===== config.mk =====
export PLATFORM = sky130hd
export DESIGN_NAME = halton_pixel_sample_enum_core
export DESIGN_NICKNAME = d
export VERILOG_FILES = /design/src/rtl/hpse_pkg.sv /design/src/rtl/halton_pixel_sample_enum_core.sv /design/src/rtl/hpse_front.sv /design/src/rtl/hpse_queue.sv /design/src/rtl/hpse_back.sv
export SDC_FILE = /design/constraint.sdc
export NUM_CORES = 2
export LEC_CHECK = 0
export BUFFER_PORTS_ARGS = -buffer_cell sky130_fd_sc_hd__buf_4
export CAP_MARGIN = 40
export CORE_MARGIN = 4
export CORE_UTILIZATION = 65
export DETAILED_ROUTE_END_ITERATION = 10
export HOLD_SLACK_MARGIN = 0.08
export PLACE_DENSITY = 0.81
export REMOVE_ABC_BUFFERS = 1
export SYNTH_ARGS = -nofsm -noshare
export SYNTH_HDL_FRONTEND = slang
export SYNTH_SLANG_ARGS = --single-unit

===== constraint.sdc =====
create_clock -name i_clk -period 14.7 [get_ports i_clk]
set_clock_uncertainty 0.1 [all_clocks]
set_input_delay 0 -clock i_clk [delete_from_list [all_inputs] [get_ports i_clk]]
set_output_delay 0 -clock i_clk [all_outputs]
set_load 0.03 [all_outputs]

===== src/rtl/hpse_pkg.sv =====
// Shared types, constants and helper functions for the Halton pixel sample core.
`timescale 1ns / 1ps
package hpse_pkg;

    localparam int MAX_EXP_X  = 8;
    localparam int MAX_EXP_Y  = 5;
    localparam int TERN_DIGS  = 26;
    localparam int DIV_STEPS  = 25;
    localparam int QUEUE_DEPTH = 2;

    typedef enum logic [1:0] {
        CFG_EXP_X     = 2'd0,
        CFG_EXP_Y     = 2'd1,
        CFG_INVERSE_X = 2'd2,
        CFG_INVERSE_Y = 2'd3
    } t_cfg_idx;

    typedef struct packed {
        logic [15:0] pixel_x;
        logic [15:0] pixel_y;
        logic [31:0] sample_number;
    } t_in_item;

    typedef struct packed {
        logic [47:0] seq_index;
        logic [31:0] frac_x;
        logic [31:0] frac_y;
    } t_out_item;

    typedef struct packed {
        logic [15:0] pixel_y;
        logic [7:0]  lx;
        logic [31:0] sample_number;
    } t_job;

    typedef struct packed {
        logic [3:0]  ex;
        logic [2:0]  ey;
        logic [7:0]  inv_x;
        logic [7:0]  inv_y;
        logic [8:0]  w;
        logic [7:0]  h;
        logic [15:0] stride;
    } t_cfg;

    function automatic logic [7:0] pow3(input logic [2:0] e);
        logic [7:0] p;
        case (e)
            3'd0:    p = 8'd1;
            3'd1:    p = 8'd3;
            3'd2:    p = 8'd9;
            3'd3:    p = 8'd27;
            3'd4:    p = 8'd81;
            default: p = 8'd243;
        endcase
        return p;
    endfunction

    // v < 3*2^20: quotient by 3 via reciprocal 2^24/3, exact in this range
    function automatic logic [21:0] div3(input logic [21:0] v);
        logic [44:0] p;
        logic [19:0] q;
        logic [21:0] r;
        p = {23'd0, v} * 45'd5592406;
        q = p[43:24];
        r = v - ({2'd0, q} * 22'd3);
        return {q, r[1:0]};
    endfunction

endpackage


===== src/rtl/halton_pixel_sample_enum_core.sv =====
// Top level: configuration registers, front end, job queue and sequencer.
// Usage:
//   Input channel i_in_valid / o_in_stall / i_in_data carries a pixel x, y and
//   sample number; a transfer happens when valid is high and stall is low.
//   Output channel o_out_valid / i_out_stall / o_out_data returns the Halton
//   index and the Q0.32 offsets within the pixel, one result per input, in order.
//   Configuration: i_cfg_we, i_cfg_index, i_cfg_data write exp_x, exp_y,
//   inverse_x, inverse_y; write only while the block holds no work.
//   From transfer into the queue to the output register, each item passes
//   two 25-step restoring divisions (mod stride, then div height) and has
//   26 ternary digits taken apart and folded back on the shared
//   divide-by-three step. One item is worked on at a time, so a new item is
//   taken only once the last has reached the output register; a two-entry
//   queue absorbs input bursts. Reset zeroes the configuration registers and
//   empties the queue; input is held off after reset while derived config
//   settles. A stalled receiver holds the result in the output register, and
//   the sequencer waits at its last step until it frees.
`timescale 1ns / 1ps
module halton_pixel_sample_enum_core
    import hpse_pkg::*;
(
    input  logic       i_clk,
    input  logic       i_rst_n,
    input  logic       i_in_valid,
    output logic       o_in_stall,
    input  t_in_item   i_in_data,
    output logic       o_out_valid,
    input  logic       i_out_stall,
    output t_out_item  o_out_data,
    input  logic       i_cfg_we,
    input  logic [1:0] i_cfg_index,
    input  logic [7:0] i_cfg_data
);
    logic [3:0]  r_exp_x;
    logic [2:0]  r_exp_y;
    logic [7:0]  r_inv_x;
    logic [7:0]  r_inv_y;
    t_cfg        r_cfg;
    t_cfg        n_cfg;

    logic q_full;
    logic q_empty;
    logic push;
    logic pop;
    t_job job_in;
    t_job job_out;

    always_ff @(posedge i_clk) begin
        if (!i_rst_n) begin
            r_exp_x <= 4'd0;
            r_exp_y <= 3'd0;
            r_inv_x <= 8'd0;
            r_inv_y <= 8'd0;
        end else if (i_cfg_we) begin
            unique case (t_cfg_idx'(i_cfg_index))
                CFG_EXP_X:     r_exp_x <= i_cfg_data[3:0];
                CFG_EXP_Y:     r_exp_y <= i_cfg_data[2:0];
                CFG_INVERSE_X: r_inv_x <= i_cfg_data;
                CFG_INVERSE_Y: r_inv_y <= i_cfg_data;
                default:       r_inv_y <= r_inv_y;
            endcase
        end
    end

    always_comb begin
        n_cfg.ex     = (r_exp_x > 4'(MAX_EXP_X)) ? 4'(MAX_EXP_X) : r_exp_x;
        n_cfg.ey     = (r_exp_y > 3'(MAX_EXP_Y)) ? 3'(MAX_EXP_Y) : r_exp_y;
        n_cfg.inv_x  = r_inv_x;
        n_cfg.inv_y  = r_inv_y;
        n_cfg.w      = 9'd1 << n_cfg.ex;
        n_cfg.h      = pow3(n_cfg.ey);
        n_cfg.stride = 16'({8'd0, n_cfg.w} * {9'd0, n_cfg.h});
    end

    always_ff @(posedge i_clk) begin
        r_cfg <= n_cfg;
    end

    hpse_front u_front (
        .i_clk      (i_clk),
        .i_rst_n    (i_rst_n),
        .i_in_valid (i_in_valid),
        .o_in_stall (o_in_stall),
        .i_in_data  (i_in_data),
        .i_ex       (n_cfg.ex),
        .i_q_full   (q_full),
        .o_push     (push),
        .o_job      (job_in)
    );

    hpse_queue u_queue (
        .i_clk   (i_clk),
        .i_rst_n (i_rst_n),
        .i_push  (push),
        .i_job   (job_in),
        .o_full  (q_full),
        .i_pop   (pop),
        .o_empty (q_empty),
        .o_job   (job_out)
    );

    hpse_back u_back (
        .i_clk       (i_clk),
        .i_rst_n     (i_rst_n),
        .i_cfg       (r_cfg),
        .i_q_empty   (q_empty),
        .i_job       (job_out),
        .o_pop       (pop),
        .o_out_valid (o_out_valid),
        .i_out_stall (i_out_stall),
        .o_out_data  (o_out_data)
    );
endmodule


===== src/rtl/hpse_front.sv =====
// Front end: accepts items, reverses the binary digits of pixel x, feeds the queue.
`timescale 1ns / 1ps
module hpse_front
    import hpse_pkg::*;
(
    input  logic     i_clk,
    input  logic     i_rst_n,
    input  logic     i_in_valid,
    output logic     o_in_stall,
    input  t_in_item i_in_data,
    input  logic [3:0] i_ex,
    input  logic     i_q_full,
    output logic     o_push,
    output t_job     o_job
);
    logic [7:0] rev8;
    logic       r_seen;

    always_comb begin
        for (int i = 0; i < 8; i++) begin
            rev8[7 - i] = i_in_data.pixel_x[i];
        end
    end

    assign o_in_stall = i_q_full | ~r_seen;
    assign o_push     = i_in_valid & ~o_in_stall;

    always_comb begin
        o_job.pixel_y       = i_in_data.pixel_y;
        o_job.lx            = rev8 >> (4'd8 - i_ex);
        o_job.sample_number = i_in_data.sample_number;
    end

    // hold off input after reset until r_seen is set, so derived config settles
    always_ff @(posedge i_clk) begin
        if (!i_rst_n) begin
            r_seen <= 1'b0;
        end else begin
            r_seen <= 1'b1;
        end
    end
endmodule


===== src/rtl/hpse_queue.sv =====
// Two-entry job queue between the front end and the sequencer.
`timescale 1ns / 1ps
module hpse_queue
    import hpse_pkg::*;
(
    input  logic i_clk,
    input  logic i_rst_n,
    input  logic i_push,
    input  t_job i_job,
    output logic o_full,
    input  logic i_pop,
    output logic o_empty,
    output t_job o_job
);
    t_job       r_mem [QUEUE_DEPTH];
    logic       r_wp;
    logic       r_rp;
    logic [1:0] r_cnt;

    assign o_full  = (r_cnt == 2'(QUEUE_DEPTH));
    assign o_empty = (r_cnt == 2'd0);
    assign o_job   = r_mem[r_rp];

    always_ff @(posedge i_clk) begin
        if (i_push) begin
            r_mem[r_wp] <= i_job;
        end
    end

    always_ff @(posedge i_clk) begin
        if (!i_rst_n) begin
            r_wp  <= 1'b0;
            r_rp  <= 1'b0;
            r_cnt <= 2'd0;
        end else begin
            if (i_push) begin
                r_wp <= ~r_wp;
            end
            if (i_pop) begin
                r_rp <= ~r_rp;
            end
            r_cnt <= r_cnt + {1'b0, i_push} - {1'b0, i_pop};
        end
    end
endmodule


===== src/rtl/hpse_back.sv =====
// Sequencer: digit reversal, offset mod stride, radical inverses, output register.
`timescale 1ns / 1ps
module hpse_back
    import hpse_pkg::*;
(
    input  logic      i_clk,
    input  logic      i_rst_n,
    input  t_cfg      i_cfg,
    input  logic      i_q_empty,
    input  t_job      i_job,
    output logic      o_pop,
    output logic      o_out_valid,
    input  logic      i_out_stall,
    output t_out_item o_out_data
);
    typedef enum logic [10:0] {
        ST_IDLE = 11'b000_0000_0001,
        ST_LY   = 11'b000_0000_0010,
        ST_MUL1 = 11'b000_0000_0100,
        ST_MUL2 = 11'b000_0000_1000,
        ST_MUL3 = 11'b000_0001_0000,
        ST_MOD  = 11'b000_0010_0000,
        ST_QH   = 11'b000_0100_0000,
        ST_N    = 11'b000_1000_0000,
        ST_DIG  = 11'b001_0000_0000,
        ST_HOR  = 11'b010_0000_0000,
        ST_OUT  = 11'b100_0000_0000
    } t_state;

    t_state      r_state;
    logic [4:0]  r_cnt;
    logic        r_ph;
    logic [1:0]  r_r3;
    logic [39:0] r_x;
    logic [7:0]  r_lx;
    logic [7:0]  r_ly;
    logic [31:0] r_sample;
    logic [15:0] r_pa;
    logic [15:0] r_pb;
    logic [24:0] r_acc;
    logic [24:0] r_d;
    logic [15:0] r_rem;
    logic [15:0] r_dsor;
    logic [15:0] r_first;
    logic [47:0] r_n;
    logic [51:0] r_stack;
    logic [31:0] r_t;
    logic        r_ovalid;
    t_out_item   r_odata;

    logic [19:0] hi_src;
    logic [21:0] dv_in;
    logic [21:0] dv_out;
    logic [19:0] dq;
    logic [1:0]  dr;
    logic [16:0] trial;
    logic        tge;
    logic [15:0] rem_nx;
    logic [47:0] nsh;
    logic [31:0] fx;
    logic        out_free;

    assign hi_src = (r_state == ST_HOR) ? {6'd0, r_stack[1:0], r_t[31:20]} : r_x[39:20];
    assign dv_in  = r_ph ? {r_r3, r_x[19:0]} : {2'd0, hi_src};
    assign dv_out = div3(dv_in);
    assign dq     = dv_out[21:2];
    assign dr     = dv_out[1:0];

    assign trial  = {r_rem, r_d[24]};
    assign tge    = (trial >= {1'b0, r_dsor});
    assign rem_nx = tge ? 16'(trial - {1'b0, r_dsor}) : trial[15:0];

    assign nsh = r_n >> i_cfg.ex;
    always_comb begin
        for (int i = 0; i < 32; i++) begin
            fx[31 - i] = nsh[i];
        end
    end

    assign out_free    = ~r_ovalid | ~i_out_stall;
    assign o_pop       = (r_state == ST_IDLE) & ~i_q_empty;
    assign o_out_valid = r_ovalid;
    assign o_out_data  = r_odata;

    always_ff @(posedge i_clk) begin
        if (!i_rst_n) begin
            r_ovalid <= 1'b0;
        end else if ((r_state == ST_OUT) && out_free) begin
            r_ovalid <= 1'b1;
        end else if (!i_out_stall) begin
            r_ovalid <= 1'b0;
        end
    end

    always_ff @(posedge i_clk) begin
        if (!i_rst_n) begin
            r_state  <= ST_IDLE;
            r_cnt    <= 5'd0;
            r_ph     <= 1'b0;
        end else begin
            unique case (r_state)
                ST_IDLE: begin
                    if (!i_q_empty) begin
                        r_lx     <= i_job.lx;
                        r_sample <= i_job.sample_number;
                        r_x      <= {24'd0, i_job.pixel_y};
                        r_ly     <= 8'd0;
                        r_cnt    <= 5'd0;
                        r_ph     <= 1'b0;
                        r_state  <= ST_LY;
                    end
                end
                ST_LY: begin
                    if (r_cnt == {2'd0, i_cfg.ey}) begin
                        r_state <= ST_MUL1;
                    end else if (!r_ph) begin
                        r_x[39:20] <= dq;
                        r_r3       <= dr;
                        r_ph       <= 1'b1;
                    end else begin
                        r_x[19:0] <= dq;
                        r_ly      <= 8'((r_ly * 8'd3) + {6'd0, dr});
                        r_ph      <= 1'b0;
                        r_cnt     <= r_cnt + 5'd1;
                    end
                end
                ST_MUL1: begin
                    r_pa    <= {8'd0, r_lx} * {8'd0, i_cfg.h};
                    r_pb    <= 16'({8'd0, r_ly} * {7'd0, i_cfg.w});
                    r_state <= ST_MUL2;
                end
                ST_MUL2: begin
                    r_acc   <= {1'b0, {8'd0, r_pa} * {16'd0, i_cfg.inv_x}};
                    r_state <= ST_MUL3;
                end
                ST_MUL3: begin
                    r_d     <= r_acc + {1'b0, {8'd0, r_pb} * {16'd0, i_cfg.inv_y}};
                    r_rem   <= 16'd0;
                    r_dsor  <= i_cfg.stride;
                    r_cnt   <= 5'd0;
                    r_state <= ST_MOD;
                end
                ST_MOD, ST_QH: begin
                    if (r_cnt == 5'(DIV_STEPS - 1)) begin
                        r_cnt <= 5'd0;
                        if (r_state == ST_MOD) begin
                            r_first <= rem_nx;
                            r_d     <= {9'd0, rem_nx};
                            r_rem   <= 16'd0;
                            r_dsor  <= {8'd0, i_cfg.h};
                            r_state <= ST_QH;
                        end else begin
                            r_rem   <= rem_nx;
                            r_d     <= {r_d[23:0], tge};
                            r_state <= ST_N;
                        end
                    end else begin
                        r_rem <= rem_nx;
                        r_d   <= {r_d[23:0], tge};
                        r_cnt <= r_cnt + 5'd1;
                    end
                end
                ST_N: begin
                    r_n     <= ({16'd0, r_sample} * {32'd0, i_cfg.stride})
                               + {32'd0, r_first};
                    r_x     <= ({8'd0, r_sample} << i_cfg.ex) + {32'd0, r_d[7:0]};
                    r_ph    <= 1'b0;
                    r_cnt   <= 5'd0;
                    r_stack <= 52'd0;
                    r_state <= ST_DIG;
                end
                ST_DIG: begin
                    if (!r_ph) begin
                        r_x[39:20] <= dq;
                        r_r3       <= dr;
                        r_ph       <= 1'b1;
                    end else begin
                        r_x[19:0] <= dq;
                        r_stack   <= {r_stack[49:0], dr};
                        r_ph      <= 1'b0;
                        if (r_cnt == 5'(TERN_DIGS - 1)) begin
                            r_cnt   <= 5'd0;
                            r_t     <= 32'd0;
                            r_state <= ST_HOR;
                        end else begin
                            r_cnt   <= r_cnt + 5'd1;
                        end
                    end
                end
                ST_HOR: begin
                    if (!r_ph) begin
                        r_x     <= {dq, r_t[19:0]};
                        r_r3    <= dr;
                        r_ph    <= 1'b1;
                    end else begin
                        r_t     <= {r_x[31:20], dq};
                        r_stack <= {2'd0, r_stack[51:2]};
                        r_ph    <= 1'b0;
                        r_cnt   <= r_cnt + 5'd1;
                        if (r_cnt == 5'(TERN_DIGS - 1)) begin
                            r_state <= ST_OUT;
                        end
                    end
                end
                ST_OUT: begin
                    if (out_free) begin
                        r_odata.seq_index <= r_n;
                        r_odata.frac_x    <= fx;
                        r_odata.frac_y    <= r_t;
                        r_state           <= ST_IDLE;
                    end
                end
                default: r_state <= ST_IDLE;
            endcase
        end
    end
endmodule

**Word level (Yosys, flattened, before mapping)**

Memories as Yosys holds them, arrays and structs flattened. A register that Yosys moved wholly into a read port is not among the register bits.
Index checks and enable logic that the tools add are counted.

- Add/subtract/negate cells: 10
- $lt $le $gt $ge: 3
- Mux-type cells: 63
- Reductions and logical operators: 35
- Shifts and indexed selects: 4
- Multipliers: 9
- Bitwise gates (word level): 11
- Equality and inequality tests: 35

Operator list:

| cell | count |
|---|---|
| case mux 40 bit (5 select lines) | 1 |
| case mux 52 bit (3 select lines) | 1 |
| 2-to-1 mux 40 bit | 3 |
| case mux 11 bit (10 select lines) | 1 |
| 2-to-1 mux 52 bit | 2 |
| 2-to-1 mux 32 bit | 3 |
| 2-to-1 mux 11 bit | 8 |
| 2-to-1 mux 16 bit | 5 |
| case mux 16 bit (2 select lines) | 2 |
| case mux 32 bit (2 select lines) | 1 |
| 2-to-1 mux 20 bit | 3 |
| 2-to-1 mux 25 bit | 2 |
| case mux 25 bit (2 select lines) | 1 |
| adder 48 x 16 -> 48 bit | 1 |
| multiplier 16 x 8 -> 24 bit | 2 |
| multiplier 32 x 16 -> 48 bit | 1 |
| right shift 48 x 4 -> 32 bit | 1 |
| multiplier 22 x 22 -> 43 bit, second input constant | 1 |
| adder 40 x 8 -> 40 bit | 1 |
| case mux 8 bit (5 select lines) | 1 |
| << shifter 32 x 4 -> 40 bit | 1 |
| 2-to-1 mux 8 bit | 4 |
| 2-to-1 mux 5 bit | 6 |
| case mux 5 bit (6 select lines) | 1 |
| 63 further kinds | 117 |

- Memories kept: 1
- Output and inout bits: 114
- Flip-flop bits (word level): 565
- Bits in writable memories: 112

Memory list:

| memory | depth | width | rd ports | clocked after memory_dff | write ports | line | text |
|---|---|---|---|---|---|---|---|
| u_queue.r_mem | 2 | 56 | 1 | 1 | 1 | hpse_queue.sv:15 | `t_job r_mem [QUEUE_DEPTH];` |

**Longest topological paths before layout**

- Word-level depth: 10
- Mapped depth: 44

**Modules after synthesis**

A second synthesis with hierarchy kept.

- Cell total of the unflattened synthesis: 6725
- Area, all modules: 70226.1 um^2

Modules (own cells, without submodules):

| module | times used | seq. area each (um^2) | area each (um^2) | cells an instance |
|---|---|---|---|---|
| hpse_back | 1 | 14263.7 | 60837.1 | 6009 |
| hpse_queue | 1 | 3463.3 | 4430.5 | 195 |
| halton_pixel_sample_enum_core | 1 | 1481.4 | 4031.4 | 396 |
| hpse_front | 1 | 20.0 | 927.1 | 125 |

**Least setup slack after synthesis**

No wires, ideal clock.

- Kind: register to register
- Start point: register u_back.r_state[4]
- End point: register u_back.r_ly[7], data pin
- Path slack: 4362 ps
- Data required time: 14335 ps
- Buffers on the path: 5
- Cell stages (with the launch flop): 45
- Arrival: 9974 ps
- Cell sequence: dfxtp_1 -> buf_6 -> or4_1 -> buf_2 -> nor3_1 -> buf_2 -> clkbuf_1 -> clkbuf_1 -> mux2i_1 -> o21ai_0 -> ha_1 -> ha_1 -> xnor2_1 -> fa_1 -> inv_1 -> fa_1 -> inv_1 -> fa_1 -> [... 9 more ...] -> o21ai_0 -> a31oi_4 -> xnor2_2 -> ha_1 -> xor2_1 -> xnor3_2 -> fa_1 -> inv_1 -> ha_1 -> inv_1 -> fa_1 -> nor2b_1 -> o21ai_0 -> nand2b_1 -> a21o_1 -> a21oi_1 -> xnor2_1 -> nor2_1

- Cells in the longest elaborated chain, start to end: 10

Ends and longest elaborated chain:

| item | line | text |
|---|---|---|
| start: declaration | hpse_back.sv:30 | `t_state r_state;` |
| start signal: assignment | hpse_back.sv:97 | `r_state <= ST_IDLE;` |
| start signal: assignment | hpse_back.sv:110 | `r_state <= ST_LY;` |
| start signal: assignment | hpse_back.sv:115 | `r_state <= ST_MUL1;` |
| equality test 11 x 10 -> 1 bit | hpse_back.sv:63 | `assign hi_src = (r_state == ST_HOR) ? {6'd0, r_stack[1:0], r_t[31:20]} : r_x[39:20];` |
| 2-to-1 mux 20 bit | hpse_back.sv:63 |  |
| 2-to-1 mux 22 bit | hpse_back.sv:64 | `assign dv_in = r_ph ? {r_r3, r_x[19:0]} : {2'd0, hi_src};` |
| multiplier 22 x 22 -> 43 bit | hpse_pkg.sv:64 | `p = {23'd0, v} * 45'd5592406;` |
| multiplier 20 x 2 -> 2 bit | hpse_pkg.sv:66 | `r = v - ({2'd0, q} * 22'd3);` |
| subtractor 2 bit | hpse_pkg.sv:66 |  |
| adder 8 x 2 -> 8 bit | hpse_back.sv:122 | `r_ly <= 8'((r_ly * 8'd3) + {6'd0, dr});` |
| 2-to-1 mux 8 bit | hpse_back.sv:116 | `end else if (!r_ph) begin` |
| 2-to-1 mux 8 bit | hpse_back.sv:114 | `if (r_cnt == {2'd0, i_cfg.ey}) begin` |
| case mux 8 bit (2 select lines) * | hpse_back.sv:101 | `unique case (r_state)` |
| end signal: assignment | hpse_back.sv:122 |  |
| end: declaration | hpse_back.sv:36 | `logic [7:0] r_ly;` |

Every way passes the cells marked *; elsewhere a longest branch is shown, timed or not. The select of a mux whose other input is x is not followed.
A chain may end at the register's enable or synchronous reset.

**Worst setup path in the final report**

Ends and elaborated chain as after synthesis.

==> key figures <==
Floorplan
  • Initial Utilization: between 60 and 70%
  • Die Area: between 100,000 and 150,000 um2
  • Top Ports: 193
  • Die Wd: roughly 330 um
  • # rows: ~120
  • Core area: approximately 110,000 um2
  • Die height: between 300 and 400 um

Routing
  • Routed via count: about 50,000
  • First-pass detailed-route iteration total: 6
  • WL/cell: about 22 um
  • Routed wire length: between 150,000 and 200,000 um
  • Vias per cell: roughly 6
  • Iter 0 DRT Violations: ~4,300
  • Antenna-violating nets left: 0
  • Drc violations: 0

Yosys
  • Cell count after synthesis: about 6,600
  • Mapped Area: between 60,000 and 70,000 um2
  • Post-synth top area share: 25.9%
  • Synth area leaders: fa_1 26%, edfxtp_1 25%, ha_1 11%
  • Number of synthesized flops with an enable pin: around 580
  • Post-synth top area cell: fa_1
  • Yosys reg bits: ~670
  • Seq/Total Area, Yosys: between 20% and 30%
  • Mean area per synthesized cell: approximately 10 um2
  • Post-synth cell types: just over 90
  • Ys async rst share: 0%
  • Synth warn: 0
  • Dominant synthesized flop cell: edfxtp_1

Final layout
  • Nets: 8,410
  • Register area: around 19,000 um2
  • Filler Cell Count: approximately 7,400
  • Area Overhead vs Synth: 10.1%
  • Share of cells above drive strength 1: between 8 and 9%
  • Area of the multi-input gates: 44,500 um2

Setup path
  • Crit path max-delay family: adder cells
  • Buf/Inv on CP: 10
  • Delay of the slowest cell on the worst path: a little under 0.7 ns
  • Critical path launch point type: register
  • Critical path arrival: between 10 and 15 ns
  • Critical Path Sink Type: register
  • R2R setup slack: roughly 3.3 ns
  • Crit path max fanout: between 50 and 60
  • Slowest CP cell: or4_1
  • Type of the worst setup path: reg -> reg
  • Worst r2r src: u_back.r_state[4]$_SDFFE_PN0P_
  • Reg2Reg Depth: 42
  • Req. time, crit path: around 15 ns
  • Reg-to-Reg End: u_back.r_ly[7]$_SDFFCE_PN0P_

Placed design
  • DP Worst Slack: around 3.4 ns
  • GPL Wtd Cong: 0.943
  • # port buffers: between 150 and 200
  • Dpl hpwl: ~140,000 um

STA
  • Period utilization: approximately 78%
  • Max Freq: around 90 MHz
  • Min Tclk post-route: ~11 ns
  • Setup Viol. Count Final: 0
  • Final Max Slew Viols: 0
  • Worst-Margin Slew: 0.990 ns
  • Hold Worst Slack: between 0.15 and 0.2 ns
  • RSZ-0062 raised after global routing: false
  • Setup ws final: approximately 3.3 ns
  • Worst rel slew slack: between 30% and 40%
  • Final Hold Viols: 0

Min path
  • Worst hold stages: 3
  • Worst hold start: i_in_data[48]
  • Worst min-delay path category: in -> reg
  • Worst Hold End: u_queue.r_mem[1][39]$_DFFE_PP_

Clock tree
  • H-tree Lvls: 3
  • Clock Latency Late Sink: 0.70 ns
  • Reg clk slew, reported paths: approximately 0.060 ns
  • CTS tree: yes
  • Clock sink count: roughly 670
  • Max Buffers Root-to-Sink: 3
  • Setup bufs post-CTS: 0
  • Num CTS Buffers: 76
  • Root Driver: clkbuf_16

Job
  • MaxCap Viol Count: 0

Global route
  • First-pass GRT wire length: ~280,000 um
  • Initial antenna violation count: 5
  • Total track usage: 32.5%
  • Largest net degree at the start of global routing: a little over 80
  • Grt ovf: 0
  • Vias in the first global route: around 52,000

Status
  • Outcome: complete, no violations
metrics by stage:
step	instance area (um2)	TNS, ns	utilization (%)	cells
4_1_cts	76000	0	72.1	8287
5_1_grt	76000	0	72.1	8290
6_report	76000	0	72.1	8292
3_3_place_gp	71700	0	68.0	7990
3_5_place_dp	72100	0	68.4	8011
2_1_floorplan	68000	-0.467	-	6340
how the worst max path moves through the flow:
stage | cells after the start | startpoint | to
2_1_floorplan | 39 | u_back.r_state[1]$_SDFFE_PN0P_ | u_back.r_ly[7]$_SDFFCE_PN0P_
3_3_place_gp | 36 | u_back.r_state[4]$_SDFFE_PN0P_ | u_back.r_ly[7]$_SDFFCE_PN0P_
3_5_place_dp | 42 | u_back.r_state[4]$_SDFFE_PN0P_ | u_back.r_ly[7]$_SDFFCE_PN0P_
4_1_cts | 42 | u_back.r_state[4]$_SDFFE_PN0P_ | u_back.r_ly[7]$_SDFFCE_PN0P_
5_1_grt | 42 | u_back.r_state[4]$_SDFFE_PN0P_ | u_back.r_ly[7]$_SDFFCE_PN0P_
6_report | 42 | u_back.r_state[4]$_SDFFE_PN0P_ | u_back.r_ly[7]$_SDFFCE_PN0P_
cell usage after synthesis (22+ instances only):
library cell,number
a21oi_1,173
and3_1,28
nand2_1,785
mux2_2,69
nor2_1,270
fa_1,893
a22o_1,50
a21o_1,70
nand4_1,22
nand3_1,48
clkbuf_1,221
xnor2_1,152
nor3_1,56
o21ai_0,155
inv_1,1152
o22ai_1,24
buf_1,22
edfxtp_1,575
ha_1,599
nand2b_1,34
mux4_2,66
nor2b_1,63
o21a_1,37
a31oi_1,26
and2_1,399
dfxtp_1,97
xor2_1,57
mux2i_1,145
cells in the final DEF (no fill, tap or decap), types with 22 or more instances in the layout:
cell / n
nor2b_1: 63
o21ai_0: 154
dlygate4sd3_1: 140
mux4_2: 66
a22o_1: 50
ha_1: 599
edfxtp_1: 575
buf_4: 260
and2_1: 396
a31oi_1: 26
fa_1: 893
o21a_1: 37
and3_1: 28
a21oi_1: 172
mux2i_1: 145
nand2_1: 785
inv_1: 1152
nor3_1: 54
a21o_1: 70
mux2_2: 69
xnor2_1: 152
dfxtp_1: 90
nor2_1: 267
clkbuf_16: 76
o22ai_1: 24
nand4_1: 22
nand2b_1: 34
xor2_1: 57
nand3_1: 48
per-layer routing:
metal  global-route usage, %  wire length [um]  vias to the layer above
met5                       0                13                        -
met4                    14.0              8980                        2
met3                    5.75             14100                      515
li1                        -                 -                    22000
met1                    41.9             68200                    24900
met2                    54.6             87200                     2200
worst min-delay path, delay by kind of cell:
kind                   cells  cell delay (ns)
and+or+nand+nor            1             0.15
buffers and inverters      2             0.68
registers in the layout (all words and copies together), names as in the netlist, 3 cells and up, named ones only:
name / flops
u_back.r_n: 48
u_back.r_cnt: 5
u_back.r_ly: 8
r_cfg: 50
u_back.r_pa: 16
u_back.r_acc: 24
r_inv_y: 8
u_queue.r_mem: 112
u_back.r_lx: 8
r_exp_y: 3
r_inv_x: 8
u_back.r_sample: 32
r_exp_x: 4
u_back.r_rem: 16
u_back.r_first: 16
u_back.r_t: 32
u_back.r_d: 25
u_back.r_x: 40
u_back.o_out_data: 112
u_back.r_state: 11
u_back.r_dsor: 16
u_back.r_pb: 16
u_back.r_stack: 52
final cells by class:
class	count	area share [%]
Multi-Input combinational cell	4514	58.5
Sequential cell	672	25.3
Inverter	1154	5.70
Timing Repair Buffer	421	4.91
Clock buffer	92	2.59
Tap cell	1391	2.29
Clock inverter	44	0.660
Antenna cell	4	0.0132
timing repair:
action,4_1_cts,5_1_grt
endpoints found under the setup margin,0,0
hold buffers,140,0
endpoints found under the hold margin,188,0
resized for setup,0,0
cells by family (layout without fill, tap and decap cells):
logic type                 after synthesis  count (layout)  synth area share [%]
AOI/OAI and AO/OA                      731             731                  7.02
buffers and inverters                 1422            1711                  7.82
adders and majority gates             1492            1492                  36.8
other                                    0               4                     0
muxes                                  280             280                  5.38
DFF                                    672             672                  27.8
and+or+nand+nor                       1800            1800                  12.5
xor gates and xnor gates               211             211                  2.71
Power is left out: the tool's default activity adds up to more than one toggle a clock period on the data nets, which glitch-free logic cannot reach.
